<file path="config.mk">
export PLATFORM = sky130hd
export DESIGN_NAME = fieldbus_datagram_stream_parser_unit_flat
export DESIGN_NICKNAME = d
export VERILOG_FILES = /design/src/rtl/core/fdsp_pkg.sv /design/src/rtl/core/fdsp_req_if.sv /design/src/rtl/core/fdsp_rsp_if.sv /design/src/rtl/core/fieldbus_datagram_stream_parser_unit.sv /design/src/rtl/core/fdsp_front.sv /design/src/rtl/core/fdsp_back.sv /design/src/flat_wrapper.sv
export SDC_FILE = /design/constraint.sdc
export NUM_CORES = 1
export LEC_CHECK = 0
export BUFFER_PORTS_ARGS = -buffer_cell sky130_fd_sc_hd__buf_2
export CAP_MARGIN = 40
export CORE_ASPECT_RATIO = 1.4
export CORE_MARGIN = 2
export CORE_UTILIZATION = 45
export CTS_CLUSTER_SIZE = 12
export DETAILED_ROUTE_END_ITERATION = 7
export SETUP_SLACK_MARGIN = 0.1
export SKIP_LAST_GASP = 1
export SYNTH_ARGS = -nofsm -noshare
export SYNTH_HDL_FRONTEND = slang
export SYNTH_SLANG_ARGS = --single-unit
</file>
<file path="constraint.sdc">
create_clock -name clock -period 16.4 [get_ports clock]
set_input_delay 1.64 -clock clock [delete_from_list [all_inputs] [get_ports clock]]
set_output_delay 1.64 -clock clock [all_outputs]
set_load 0.01 [all_outputs]
</file>
<file path="src/rtl/core/fdsp_pkg.sv">
`timescale 1ns / 1ps
// ----------------------------------------------------------------------------
// Fieldbus datagram parser package
// Shared types and constants for the front parser, queue and back emitter.
// ----------------------------------------------------------------------------
package fdsp_pkg;

   localparam int LEN_BITS   = 11;
   localparam int COUNT_BITS = 8;
   localparam logic [COUNT_BITS-1:0] COUNT_MAX = {COUNT_BITS{1'b1}};
   localparam logic [10:0] MAX_LEN_RESET = 11'h7FF;
   localparam int QUEUE_DEPTH = 4;
   localparam int QUEUE_AW    = 2;

   typedef enum logic [1:0] {
      PH_HDR  = 2'd0,
      PH_DATA = 2'd1,
      PH_WKC  = 2'd2,
      PH_SKIP = 2'd3
   } phase_type;

   typedef enum logic [1:0] {
      KIND_PAYLOAD = 2'd0,
      KIND_DESC    = 2'd1,
      KIND_SUMMARY = 2'd2
   } kind_type;

   typedef enum logic [1:0] {
      ST_OK    = 2'd0,
      ST_TRUNC = 2'd1,
      ST_LEN   = 2'd2
   } status_type;

   // One result, as carried on the output channel.
   typedef struct packed {
      logic [1:0]  kind;
      logic [7:0]  cmd;
      logic [7:0]  frame_index;
      logic [15:0] station_addr;
      logic [15:0] offset_addr;
      logic [10:0] data_len;
      logic [15:0] irq_word;
      logic [15:0] work_counter;
      logic [7:0]  payload;
      logic [7:0]  dgram_count;
      logic [1:0]  status;
      logic        last_of_run;
   } result_type;

   // Classified work for one input item: up to two results.
   typedef struct packed {
      logic       has_first;
      logic       has_second;
      result_type first;
      result_type second;
   } work_type;

endpackage

</file>
<file path="src/rtl/core/fdsp_req_if.sv">
`timescale 1ns / 1ps
// ----------------------------------------------------------------------------
// Input item channel
// Valid/ready channel carrying one byte of the datagram area.
// ----------------------------------------------------------------------------
interface fdsp_req_if;
   logic       valid;
   logic       ready;
   logic [7:0] data_byte;
   logic       end_of_pdu;
   modport source (output valid, output data_byte, output end_of_pdu, input ready);
   modport sink   (input valid, input data_byte, input end_of_pdu, output ready);
endinterface

</file>
<file path="src/rtl/core/fdsp_rsp_if.sv">
`timescale 1ns / 1ps
// ----------------------------------------------------------------------------
// Result item channel
// Valid/ready channel carrying one parser result.
// ----------------------------------------------------------------------------
interface fdsp_rsp_if;
   logic                valid;
   logic                ready;
   fdsp_pkg::result_type data;
   modport source (output valid, output data, input ready);
   modport sink   (input valid, input data, output ready);
endinterface

</file>
<file path="src/rtl/core/fieldbus_datagram_stream_parser_unit.sv">
`timescale 1ns / 1ps
// Each accepted item is classified and its results queued for the output.
// Throughput: one item per cycle while the queue has room; a byte giving two
// results holds the output for both, which the four-entry work queue absorbs.
// Reset: synchronous; clears parser state and queue, max_data_len to 2047.
// ----------------------------------------------------------------------------
// Fieldbus datagram stream parser
// Front parser and back emitter joined by a short work queue.
// ----------------------------------------------------------------------------
module fieldbus_datagram_stream_parser_unit (
   input  logic        clock,
   input  logic        reset,
   fdsp_req_if.sink    req,
   fdsp_rsp_if.source  rsp,
   input  logic        csr_write_enable,
   input  logic [10:0] csr_write_data
);

   logic               [10:0] max_len_ff;
   logic               room;
   logic               take;
   fdsp_pkg::work_type work;

   assign req.ready = room;
   assign take      = req.valid && room;

   // Configuration register.
   always_ff @(posedge clock) begin
      if (reset) max_len_ff <= fdsp_pkg::MAX_LEN_RESET;
      else if (csr_write_enable) max_len_ff <= csr_write_data;
   end

   fdsp_front u_front (
      .clock        (clock),
      .reset        (reset),
      .take         (take),
      .data_byte    (req.data_byte),
      .end_of_pdu   (req.end_of_pdu),
      .max_data_len (max_len_ff),
      .work         (work)
   );

   fdsp_back u_back (
      .clock    (clock),
      .reset    (reset),
      .push     (take && work.has_first),
      .work     (work),
      .has_room (room),
      .rsp      (rsp)
   );

endmodule

</file>
<file path="src/rtl/core/fdsp_front.sv">
`timescale 1ns / 1ps
// ----------------------------------------------------------------------------
// Datagram parser front end
// Tracks header, data, working-counter and skip phases and classifies each
// item into up to two results.
// ----------------------------------------------------------------------------
module fdsp_front (
   input  logic                  clock,
   input  logic                  reset,
   input  logic                  take,
   input  logic [7:0]            data_byte,
   input  logic                  end_of_pdu,
   input  logic [10:0]           max_data_len,
   output fdsp_pkg::work_type    work
);

   fdsp_pkg::phase_type            phase_ff, phase_in;
   logic [3:0]                     hpos_ff, hpos_in;
   logic [63:0]                    hdr_ff, hdr_in;
   logic [15:0]                    irq_ff, irq_in;
   logic [fdsp_pkg::LEN_BITS-1:0]  rem_ff, rem_in;
   logic [7:0]                     wkcl_ff, wkcl_in;
   logic [fdsp_pkg::COUNT_BITS-1:0] cnt_ff, cnt_in;
   logic                           err_ff, err_in;

   logic [fdsp_pkg::LEN_BITS-1:0] len;
   logic [fdsp_pkg::COUNT_BITS-1:0] cnt_now;
   fdsp_pkg::result_type          pay_r, desc_r, sum_r;
   logic                          pay_v, desc_v;
   fdsp_pkg::status_type          st;

   assign len = fdsp_pkg::LEN_BITS'(hdr_ff[63:48]);

   // Next state and result classification.
   always_comb begin
      phase_in = phase_ff;
      hpos_in  = hpos_ff;
      hdr_in   = hdr_ff;
      irq_in   = irq_ff;
      rem_in   = rem_ff;
      wkcl_in  = wkcl_ff;
      cnt_in   = cnt_ff;
      err_in   = err_ff;
      pay_v    = 1'b0;
      desc_v   = 1'b0;
      pay_r    = '0;
      desc_r   = '0;
      sum_r    = '0;
      case (phase_ff)
         fdsp_pkg::PH_HDR: begin
            if (hpos_ff < 4'd8) hdr_in[hpos_ff[2:0]*8 +: 8] = data_byte;
            else if (hpos_ff == 4'd8) irq_in = {8'h00, data_byte};
            else irq_in = {data_byte, irq_ff[7:0]};
            hpos_in = hpos_ff + 4'd1;
            if (hpos_ff == 4'd9) begin
               hpos_in = '0;
               if (32'(len) > 32'(max_data_len)) begin
                  err_in   = 1'b1;
                  phase_in = fdsp_pkg::PH_SKIP;
               end else begin
                  rem_in   = len;
                  phase_in = (len != '0) ? fdsp_pkg::PH_DATA : fdsp_pkg::PH_WKC;
               end
            end
         end
         fdsp_pkg::PH_DATA: begin
            pay_v         = 1'b1;
            pay_r.kind    = fdsp_pkg::KIND_PAYLOAD;
            pay_r.payload = data_byte;
            rem_in        = rem_ff - 1'b1;
            if (rem_ff == fdsp_pkg::LEN_BITS'(1)) begin
               phase_in = fdsp_pkg::PH_WKC;
               hpos_in  = '0;
            end
         end
         fdsp_pkg::PH_WKC: begin
            if (hpos_ff == 4'd0) begin
               wkcl_in = data_byte;
               hpos_in = 4'd1;
            end else begin
               desc_v              = 1'b1;
               desc_r.kind         = fdsp_pkg::KIND_DESC;
               desc_r.cmd          = hdr_ff[7:0];
               desc_r.frame_index  = hdr_ff[15:8];
               desc_r.station_addr = hdr_ff[31:16];
               desc_r.offset_addr  = hdr_ff[47:32];
               desc_r.data_len     = 11'(len);
               desc_r.irq_word     = irq_ff;
               desc_r.work_counter = {data_byte, wkcl_ff};
               desc_r.dgram_count  = 8'(cnt_ff);
               if (cnt_ff != fdsp_pkg::COUNT_MAX) cnt_in = cnt_ff + 1'b1;
               phase_in = fdsp_pkg::PH_HDR;
               hpos_in  = '0;
               hdr_in   = '0;
               irq_in   = '0;
               wkcl_in  = '0;
            end
         end
         default: ;
      endcase

      // PDU end summary uses the post-step state.
      cnt_now = cnt_in;
      if (err_in) st = fdsp_pkg::ST_LEN;
      else if (phase_in != fdsp_pkg::PH_HDR || hpos_in != 4'd0) st = fdsp_pkg::ST_TRUNC;
      else st = fdsp_pkg::ST_OK;
      sum_r.kind        = fdsp_pkg::KIND_SUMMARY;
      sum_r.dgram_count = 8'(cnt_now);
      sum_r.status      = st;
      sum_r.last_of_run = 1'b1;
      if (end_of_pdu) begin
         phase_in = fdsp_pkg::PH_HDR;
         hpos_in  = '0;
         hdr_in   = '0;
         irq_in   = '0;
         rem_in   = '0;
         wkcl_in  = '0;
         cnt_in   = '0;
         err_in   = 1'b0;
      end

      work = '0;
      if (pay_v || desc_v) begin
         work.has_first         = 1'b1;
         work.first             = pay_v ? pay_r : desc_r;
         work.first.last_of_run = !end_of_pdu;
         work.has_second        = end_of_pdu;
         work.second            = sum_r;
      end else if (end_of_pdu) begin
         work.has_first = 1'b1;
         work.first     = sum_r;
      end
   end

   // Parser state registers.
   always_ff @(posedge clock) begin
      if (reset) begin
         phase_ff <= fdsp_pkg::PH_HDR;
         hpos_ff  <= '0;
         hdr_ff   <= '0;
         irq_ff   <= '0;
         rem_ff   <= '0;
         wkcl_ff  <= '0;
         cnt_ff   <= '0;
         err_ff   <= 1'b0;
      end else if (take) begin
         phase_ff <= phase_in;
         hpos_ff  <= hpos_in;
         hdr_ff   <= hdr_in;
         irq_ff   <= irq_in;
         rem_ff   <= rem_in;
         wkcl_ff  <= wkcl_in;
         cnt_ff   <= cnt_in;
         err_ff   <= err_in;
      end
   end

   // The header position never runs past the last header byte.
   assert property (@(posedge clock) disable iff (reset) hpos_ff <= 4'd9)
      else $error("header position out of range");
   // The skip phase is only entered with an error held.
   assert property (@(posedge clock) disable iff (reset)
      phase_ff == fdsp_pkg::PH_SKIP |-> err_ff)
      else $error("skip phase without error");
   // The data phase always has bytes left to take.
   assert property (@(posedge clock) disable iff (reset)
      phase_ff == fdsp_pkg::PH_DATA |-> rem_ff != '0)
      else $error("data phase with no bytes left");

endmodule

</file>
<file path="src/rtl/core/fdsp_back.sv">
`timescale 1ns / 1ps
// ----------------------------------------------------------------------------
// Datagram parser back end
// Work queue and result emitter: each entry gives one or two results.
// ----------------------------------------------------------------------------
module fdsp_back (
   input  logic               clock,
   input  logic               reset,
   input  logic               push,
   input  fdsp_pkg::work_type work,
   output logic               has_room,
   fdsp_rsp_if.source         rsp
);

   fdsp_pkg::work_type        mem [fdsp_pkg::QUEUE_DEPTH];
   logic [fdsp_pkg::QUEUE_AW-1:0] wp_ff, rp_ff;
   logic [fdsp_pkg::QUEUE_AW:0]   fill_ff, fill_in;
   logic                      sec_ff, sec_in;
   logic                      pop;
   fdsp_pkg::work_type        head;

   assign head     = mem[rp_ff];
   assign has_room = fill_ff < (fdsp_pkg::QUEUE_AW+1)'(fdsp_pkg::QUEUE_DEPTH);
   assign rsp.valid = fill_ff != '0;
   assign rsp.data  = sec_ff ? head.second : head.first;

   // An entry leaves after its last result is taken.
   always_comb begin
      pop    = 1'b0;
      sec_in = sec_ff;
      if (rsp.valid && rsp.ready) begin
         if (!sec_ff && head.has_second) sec_in = 1'b1;
         else begin
            pop    = 1'b1;
            sec_in = 1'b0;
         end
      end
      fill_in = fill_ff + (fdsp_pkg::QUEUE_AW+1)'(push) - (fdsp_pkg::QUEUE_AW+1)'(pop);
   end

   // Queue storage.
   always_ff @(posedge clock) begin
      if (push) mem[wp_ff] <= work;
   end

   // Queue pointers.
   always_ff @(posedge clock) begin
      if (reset) begin
         wp_ff   <= '0;
         rp_ff   <= '0;
         fill_ff <= '0;
         sec_ff  <= 1'b0;
      end else begin
         if (push) wp_ff <= wp_ff + 1'b1;
         if (pop) rp_ff <= rp_ff + 1'b1;
         fill_ff <= fill_in;
         sec_ff  <= sec_in;
      end
   end

   // No push into a full queue.
   assert property (@(posedge clock) disable iff (reset) push |-> has_room)
      else $error("push into full queue");
   // Second result only shown for an entry that has one.
   assert property (@(posedge clock) disable iff (reset)
      sec_ff |-> rsp.valid && head.has_second)
      else $error("second result without entry");
   // Fill never exceeds depth.
   assert property (@(posedge clock) disable iff (reset)
      fill_ff <= (fdsp_pkg::QUEUE_AW+1)'(fdsp_pkg::QUEUE_DEPTH))
      else $error("queue overfill");

endmodule

</file>
<file path="src/flat_wrapper.sv">
// flat-port wrapper written by rule: the top's interface ports become plain ports
module fieldbus_datagram_stream_parser_unit_flat 
  (clock, reset, csr_write_enable, csr_write_data, req_valid, req_data_byte, req_end_of_pdu, req_ready, rsp_valid, rsp_data, rsp_ready);
  fdsp_req_if req_i ();
  fdsp_rsp_if rsp_i ();
  input  logic clock;
  input  logic reset;
  input  logic csr_write_enable;
  input  logic [10:0] csr_write_data;
  input wire logic [$bits(req_i.valid)-1:0] req_valid;
  input wire logic [$bits(req_i.data_byte)-1:0] req_data_byte;
  input wire logic [$bits(req_i.end_of_pdu)-1:0] req_end_of_pdu;
  output wire logic [$bits(req_i.ready)-1:0] req_ready;
  output wire logic [$bits(rsp_i.valid)-1:0] rsp_valid;
  output wire logic [$bits(rsp_i.data)-1:0] rsp_data;
  input wire logic [$bits(rsp_i.ready)-1:0] rsp_ready;
  assign req_i.valid = req_valid;
  assign req_i.data_byte = req_data_byte;
  assign req_i.end_of_pdu = req_end_of_pdu;
  assign req_ready = req_i.ready;
  assign rsp_valid = rsp_i.valid;
  assign rsp_data = rsp_i.data;
  assign rsp_i.ready = rsp_ready;
  fieldbus_datagram_stream_parser_unit u_core (.clock(clock), .reset(reset), .req(req_i), .rsp(rsp_i), .csr_write_enable(csr_write_enable), .csr_write_data(csr_write_data));
endmodule
</file>
[After elaboration in Yosys (flattened, before gate mapping)]
Memories as Yosys holds them, arrays and structs flattened. A register that Yosys moved wholly into a read port is not among the register bits.
Cells that the tools add are included.
Storage, ports and cells
  word-level logic and storage cells: 124
  memory bits (writable): 904
  bits in latches: 0
  memories kept: 1
  bits in read-only memories: 0
  register bits: 133
Memory list
  u_core.u_back.mem: depth 4, bits a word 226, read ports 1, clocked after Yosys merged registers in 1, write ports 1, RTL line fdsp_back.sv:15  | fdsp_pkg::work_type mem [fdsp_pkg::QUEUE_DEPTH];
Cells by class
  bitwise logic cells: 0
  shift operators: 2
  mux-type cells: 62
  multipliers: 0
  divide/modulo/power cells: 0
  order comparisons: 3
  equal/unequal tests: 12
  add/sub/neg operators: 8
  reduce and logical (&&, ||, !) cells: 22
Operators with widths (count)
  two-way mux 112 bit: 5
  two-way mux 64 bit: 3
  two-way mux 92 bit: 2
  case mux 64 bit (2 select lines): 1
  two-way mux 8 bit: 10
  bitwise mux 64 bit: 1
  two-way mux 16 bit: 4
  variable shift 8 x 34 -> 64 bit (first input constant): 1
  variable part select 8 x 34 -> 64 bit: 1
  negation 6 -> 34 bit: 1
  two-way mux 11 bit: 3
  case mux 16 bit (2 select lines): 1
  case mux 11 bit (2 select lines): 1
  two-way mux 2 bit: 9
  != test 3 bit (second input constant): 6
  two-way mux 1 bit: 17
  two-way mux 4 bit: 3
  case mux 4 bit (3 select lines): 1
  AND reduction 4 bit: 3
  equality test 11 x 1 -> 1 bit (second input constant): 1
  > comparator 11 bit: 1
  nonzero test 11 bit: 1
  subtractor 11 x 1 -> 11 bit (second input constant): 1
  nonzero test 3 bit: 3
  21 further kinds: 29

[Depth between registers and ports, before layout]
  depth after elaboration: 11
  mapped depth: 15
  gate-level depth less buffers: 13

[By module]
From an unflattened synthesis, not the netlist that was laid out.
Unflattened totals
  cell total of the unflattened synthesis: 2276
  area, all modules: 41732.5 um^2
Modules (own cells, without submodules)
  fdsp_back: seq. area each 27226.1 um^2, area each 34327.9 um^2, cells each 1357, instances 1
  fdsp_front: seq. area each 2182.1 um^2, area each 6976.7 um^2, cells each 881, instances 1
  fieldbus_datagram_stream_parser_unit: seq. area each 220.2 um^2, area each 427.9 um^2, cells each 38, instances 1

[Worst setup path before layout]
OpenSTA, ideal clock, no wires.
  path kind: input port to flip-flop
  start point: input port req_end_of_pdu
  end point: memory u_core.u_back.mem[0][10] (netlist name), enable pin
  cell stages on the path: 6
  slack: 10.525 ns
  data arrival time: 5.377 ns
  setup time: 0.498 ns
  buffers on the path: 2
  data required time: 15.902 ns
  path through: buf_4 -> inv_2 -> buf_2 -> ha_1 -> nor2_1 -> and2_1
Between the ends
  word-level cells in the longest chain between the ends: 5
RTL lines
  from (decl): RTL line flat_wrapper.sv:12  | input wire logic [$bits(req_i.end_of_pdu)-1:0] req_end_of_pdu;
  two-way mux 1 bit: RTL line fdsp_front.sv:129  | end else if (end_of_pdu) begin
  two-way mux 1 bit: RTL line fdsp_front.sv:123  | if (pay_v || desc_v) begin
  logical AND 1 bit: RTL line fieldbus_datagram_stream_parser_unit.sv:46  | .push (take && work.has_first),
  via u_core.u_back.push: RTL line fdsp_back.sv:9  | input logic push,
  two-way mux 1 bit: RTL line fdsp_back.sv:43  | if (push) mem[wp_ff] <= work;
  two-way mux 1 bit (not written as such): RTL line fdsp_back.sv:43
  to (decl): RTL line fdsp_back.sv:15
The timed path passes the listed nets, and every way through them passes these cells.

==> results list <==
* Result of the run: finished, final reports clean
- Transition time of the tightest slew-check pin: 0.933 ns
- Total wire length after detailed routing: between 50000 and 60000 µm
- Cells taking the most area after synthesis: sky130_fd_sc_hd__edfxtp_1 (58%), sky130_fd_sc_hd__mux4_2 (11%), sky130_fd_sc_hd__dfxtp_1 (10%)
* Global router's overall resource usage: between 20% and 30%
- Endpoint of the most critical setup path: rsp_data[102]
- CTS Root Buffer Type: sky130_fd_sc_hd__clkbuf_16
- Portion of the clock cycle consumed by the worst path in the final layout: 31.5%
* Full die area: between 50000 and 60000 µm²
- The first routing iteration left 915 violations.
* Peak VDD IR: between 0.00008 and 0.00009 V
- The number of different library cells used by synthesis comes to between 70 and 80.
* Final hold vios: 0
- The total count of max-transition violations in the final report came to 0.
- Initial antenna violation count: 1
- Gpl congestion: 0.866
* Relative max-transition margin: between 30% and 40%
* Count of flip-flops with a built-in enable after synthesis: between 400 and 500
- The setup check on the worst reg-to-reg path leaves a slack of between 10 and 15 ns.
* Worst clock skew: between 0.03 and 0.04 ns
- Hold is met by 0.456 ns.
- The wire-length estimate of the detail-placed layout is 37400 µm.
- TritonCTS built the clock tree.
* Net count of the finished layout: between 1500 and 2000
- By instance count, the leading cell after synthesis is sky130_fd_sc_hd__edfxtp_1.
* Antenna violation net count after detailed routing: 0
* Clock slew at the register clock pins of the worst setup and hold paths: about 0.070 ns
* YS warnings: 0
* I/O Pins: between 100 and 150
- Largest area contributor in the synthesized netlist: sky130_fd_sc_hd__edfxtp_1
- Share of the synthesized area in the top cell type: 57.9%
- At the worst endpoint, the required time is between 10 and 15 ns.
- Hold/Removal Path Class: reg2reg
* Ratio of cells with drive above 1 in the final layout: 21.9%
- For this run, asynchronously set or reset flops after synthesis account for 0%.
* Post-synth top flop: sky130_fd_sc_hd__edfxtp_1
- Before antenna repair, the detailed router went through 5 iterations.
* Vias in the first global route: 14843
* RSZ-0062 raised after global routing: no
- Pin count of the biggest net entering global routing: 74
- Static leakage: 0.0103 µW
- Arr. time, crit path: roughly 3.5 ns
- The later pin in the worst-skew pair is clocked with a latency of 0.61 ns.
- The clock passes through at most 3 buffers.
- The H-tree was split into 2 levels.
* Endpoint kind of the worst setup timing path: output pin
- The mapped netlist covers between 20000 and 30000 µm².
- Post-DR vias/cell: between 5 and 6
* Vert. Die Dim: between 200 and 300 µm
- Setup violations remaining at the end of the flow were counted as 0.
* Most frequent cells after synthesis: sky130_fd_sc_hd__edfxtp_1 (496), sky130_fd_sc_hd__and2_1 (205), sky130_fd_sc_hd__dfxtp_1 (130), sky130_fd_sc_hd__mux4_2 (124), sky130_fd_sc_hd__nand2_1 (98)
- Total overflow reported by the global router: 0
* Minimum clock period after layout: around 5.2 ns
- In the routed design, unresolved DRC markers number 0.
- The routed layout has ~14000 vias.
- In this run the horizontal extent of the chip is between 200 and 250 µm.
* Initial standard-cell utilization of the core: between 40% and 50%
* Avg Inst Size Synth: around 16 µm²
- Clock net sink count: between 600 and 700
- Compared with the post-synthesis result, the final layout area differs by 13.3%.
- Wire length of the first global-routing pass: roughly 90000 µm
* Count of buffers from port buffering: about 140
- Total Neg Setup Slack: 0 ns
- Counting every net in the synthesized netlist gives about 1700.
- Worst reg2reg startpoint: u_core.u_front.hpos_ff[0]
- Number of cells on the worst reg-to-reg path: 12
* Worst-path maximum fanout: 35
- For this run, the register share of the synthesized area comes to around 68%.
- Core Area: approximately 56000 µm²
- The repair_antennas step left the layout with diodes totalling 0.
- #FFs+latches synth: between 600 and 700
* Max Clk Rate: between 150 and 200 MHz
* Ratio of total power to cell area: 127 nW/µm²
- In the final routed layout, each cell accounts on average for ~23 µm.
- The worst register-to-register path ends at u_core.u_back.mem[3][167].
- Synth Instances: between 1500 and 2000
- Post-CTS Setup Bufs: 0
* Crit path launch type: flip-flop
- Clock buffers created by TritonCTS: 59
- Number of max-cap violations: 0
- Post-CTS repair changed the size of 0 cells.
- The floorplan has 103 rows.
* Post-CTS Hold Fix Bufs: 0
- Category of the critical setup timing path: reg2out
==> power by group <==
part,switching [µW],internal [µW]
sequential,24.5,1750
combinational,367,324
clock,558,680
==> state kept, by name, indices dropped and copies added, names as in the netlist, 3 cells and up, named ones only <==
name / count
u_core.u_front.hdr_ff: 59
u_core.max_len_ff: 11
u_core.u_front.hpos_ff: 4
u_core.u_front.rem_ff: 11
u_core.u_front.cnt_ff: 8
u_core.u_back.fill_ff: 3
u_core.u_front.irq_ff: 16
u_core.u_front.wkcl_ff: 8
u_core.u_back.mem: 496
==> cells by family after synthesis <==
| kind of cell | synth area share (%) |
|---|---|
| and+or+nand+nor | 10.5 |
| adders and majority gates | 1.49 |
| buffers and inverters | 2.08 |
| muxes | 11.9 |
| xor gates and xnor gates | 0.545 |
| AOI/OAI and AO/OA | 5.51 |
| DFF | 68.1 |
==> stage by stage <==
step | std cells | power (µW) | cell area (µm²) | setup slack, ns | utilization, %
3_3_place_gp | 2404 | 2500 | 27000 | 10.72 | 47.9
6_report | 2529 | 3700 | 29100 | 11.23 | 51.6
3_5_place_dp | 2418 | 2520 | 27400 | 11.52 | 48.6
4_1_cts | 2529 | 3760 | 29100 | 11.07 | 51.6
2_1_floorplan | 1611 | 2260 | 25700 | 10.53 | -
5_1_grt | 2529 | 3860 | 29100 | 10.93 | 51.6
==> cell type report <==
| type | count | area, µm² |
|---|---|---|
| clock buffers | 106 | 1660 |
| clock inverters | 5 | 48.8 |
| fillers | 4739 | 27300 |
| inverters | 30 | 113 |
| multi-input cells | 860 | 7700 |
| flip-flops and latches | 626 | 17500 |
| well taps | 735 | 920 |
| repair buffers | 167 | 1180 |
==> worst min path at each step <==
stage	startpoint	to	depth (start not counted)
after global placement	u_core.u_front.hdr_ff[16]	u_core.u_front.hdr_ff[16]	1
after CTS	u_core.u_front.hdr_ff[34]	u_core.u_front.hdr_ff[34]	2
final	u_core.u_front.hdr_ff[34]	u_core.u_front.hdr_ff[34]	2
after floorplan	u_core.u_front.hdr_ff[10]	u_core.u_front.hdr_ff[10]	1
after global routing	u_core.u_front.hdr_ff[34]	u_core.u_front.hdr_ff[34]	2
after detailed placement	u_core.u_front.hdr_ff[10]	u_core.u_front.hdr_ff[10]	1
==> layout by cell type (no fill, tap or decap), types with 5 or more instances in the layout <==
master	netlist	layout
sky130_fd_sc_hd__edfxtp_1	496	496
sky130_fd_sc_hd__and2_1	205	201
sky130_fd_sc_hd__buf_2	27	138
sky130_fd_sc_hd__dfxtp_1	130	128
sky130_fd_sc_hd__mux4_2	124	124
sky130_fd_sc_hd__nand2_1	98	98
sky130_fd_sc_hd__nor2_1	75	74
sky130_fd_sc_hd__clkbuf_16	0	59
sky130_fd_sc_hd__clkbuf_1	45	46
sky130_fd_sc_hd__a22o_1	40	40
sky130_fd_sc_hd__ha_1	29	29
sky130_fd_sc_hd__inv_1	28	27
sky130_fd_sc_hd__a21oi_1	26	26
sky130_fd_sc_hd__o21ai_0	25	25
sky130_fd_sc_hd__mux2i_1	21	21
sky130_fd_sc_hd__o2bb2ai_1	20	20
sky130_fd_sc_hd__nor2b_1	20	19
sky130_fd_sc_hd__nand3_1	15	15
sky130_fd_sc_hd__buf_4	2	15
sky130_fd_sc_hd__o211ai_1	13	13
sky130_fd_sc_hd__buf_16	0	13
sky130_fd_sc_hd__xnor2_1	10	10
sky130_fd_sc_hd__nand4_1	10	10
sky130_fd_sc_hd__a22oi_1	9	9
sky130_fd_sc_hd__nor3_1	8	8
sky130_fd_sc_hd__nand2b_1	7	7
sky130_fd_sc_hd__nor4_1	6	6
sky130_fd_sc_hd__xor2_1	6	6
sky130_fd_sc_hd__a31oi_1	6	6
sky130_fd_sc_hd__or3_1	5	5
sky130_fd_sc_hd__a21oi_2	5	5
sky130_fd_sc_hd__a32o_1	5	5
==> per-layer routing <==
layer / share of wire, % / track usage [%] / up-vias
met4: 2.8 / 6.16 / 2
met3: 3.5 / 2.27 / 94
met5: 0.012 / 0 / -
met2: 53 / 36.4 / 306
met1: 41 / 25.3 / 7334
li1: - / - / 6428
==> worst max-delay path: stages, from the launching register on <==
cell                      delay [ns]
sky130_fd_sc_hd__dfxtp_4        0.51
sky130_fd_sc_hd__buf_4          0.43
sky130_fd_sc_hd__buf_16         0.30
sky130_fd_sc_hd__buf_4          0.62
sky130_fd_sc_hd__mux4_2         0.63
sky130_fd_sc_hd__and2_1         0.18
sky130_fd_sc_hd__buf_2          0.13
No activity file was read; power rests on OpenSTA's default activity.
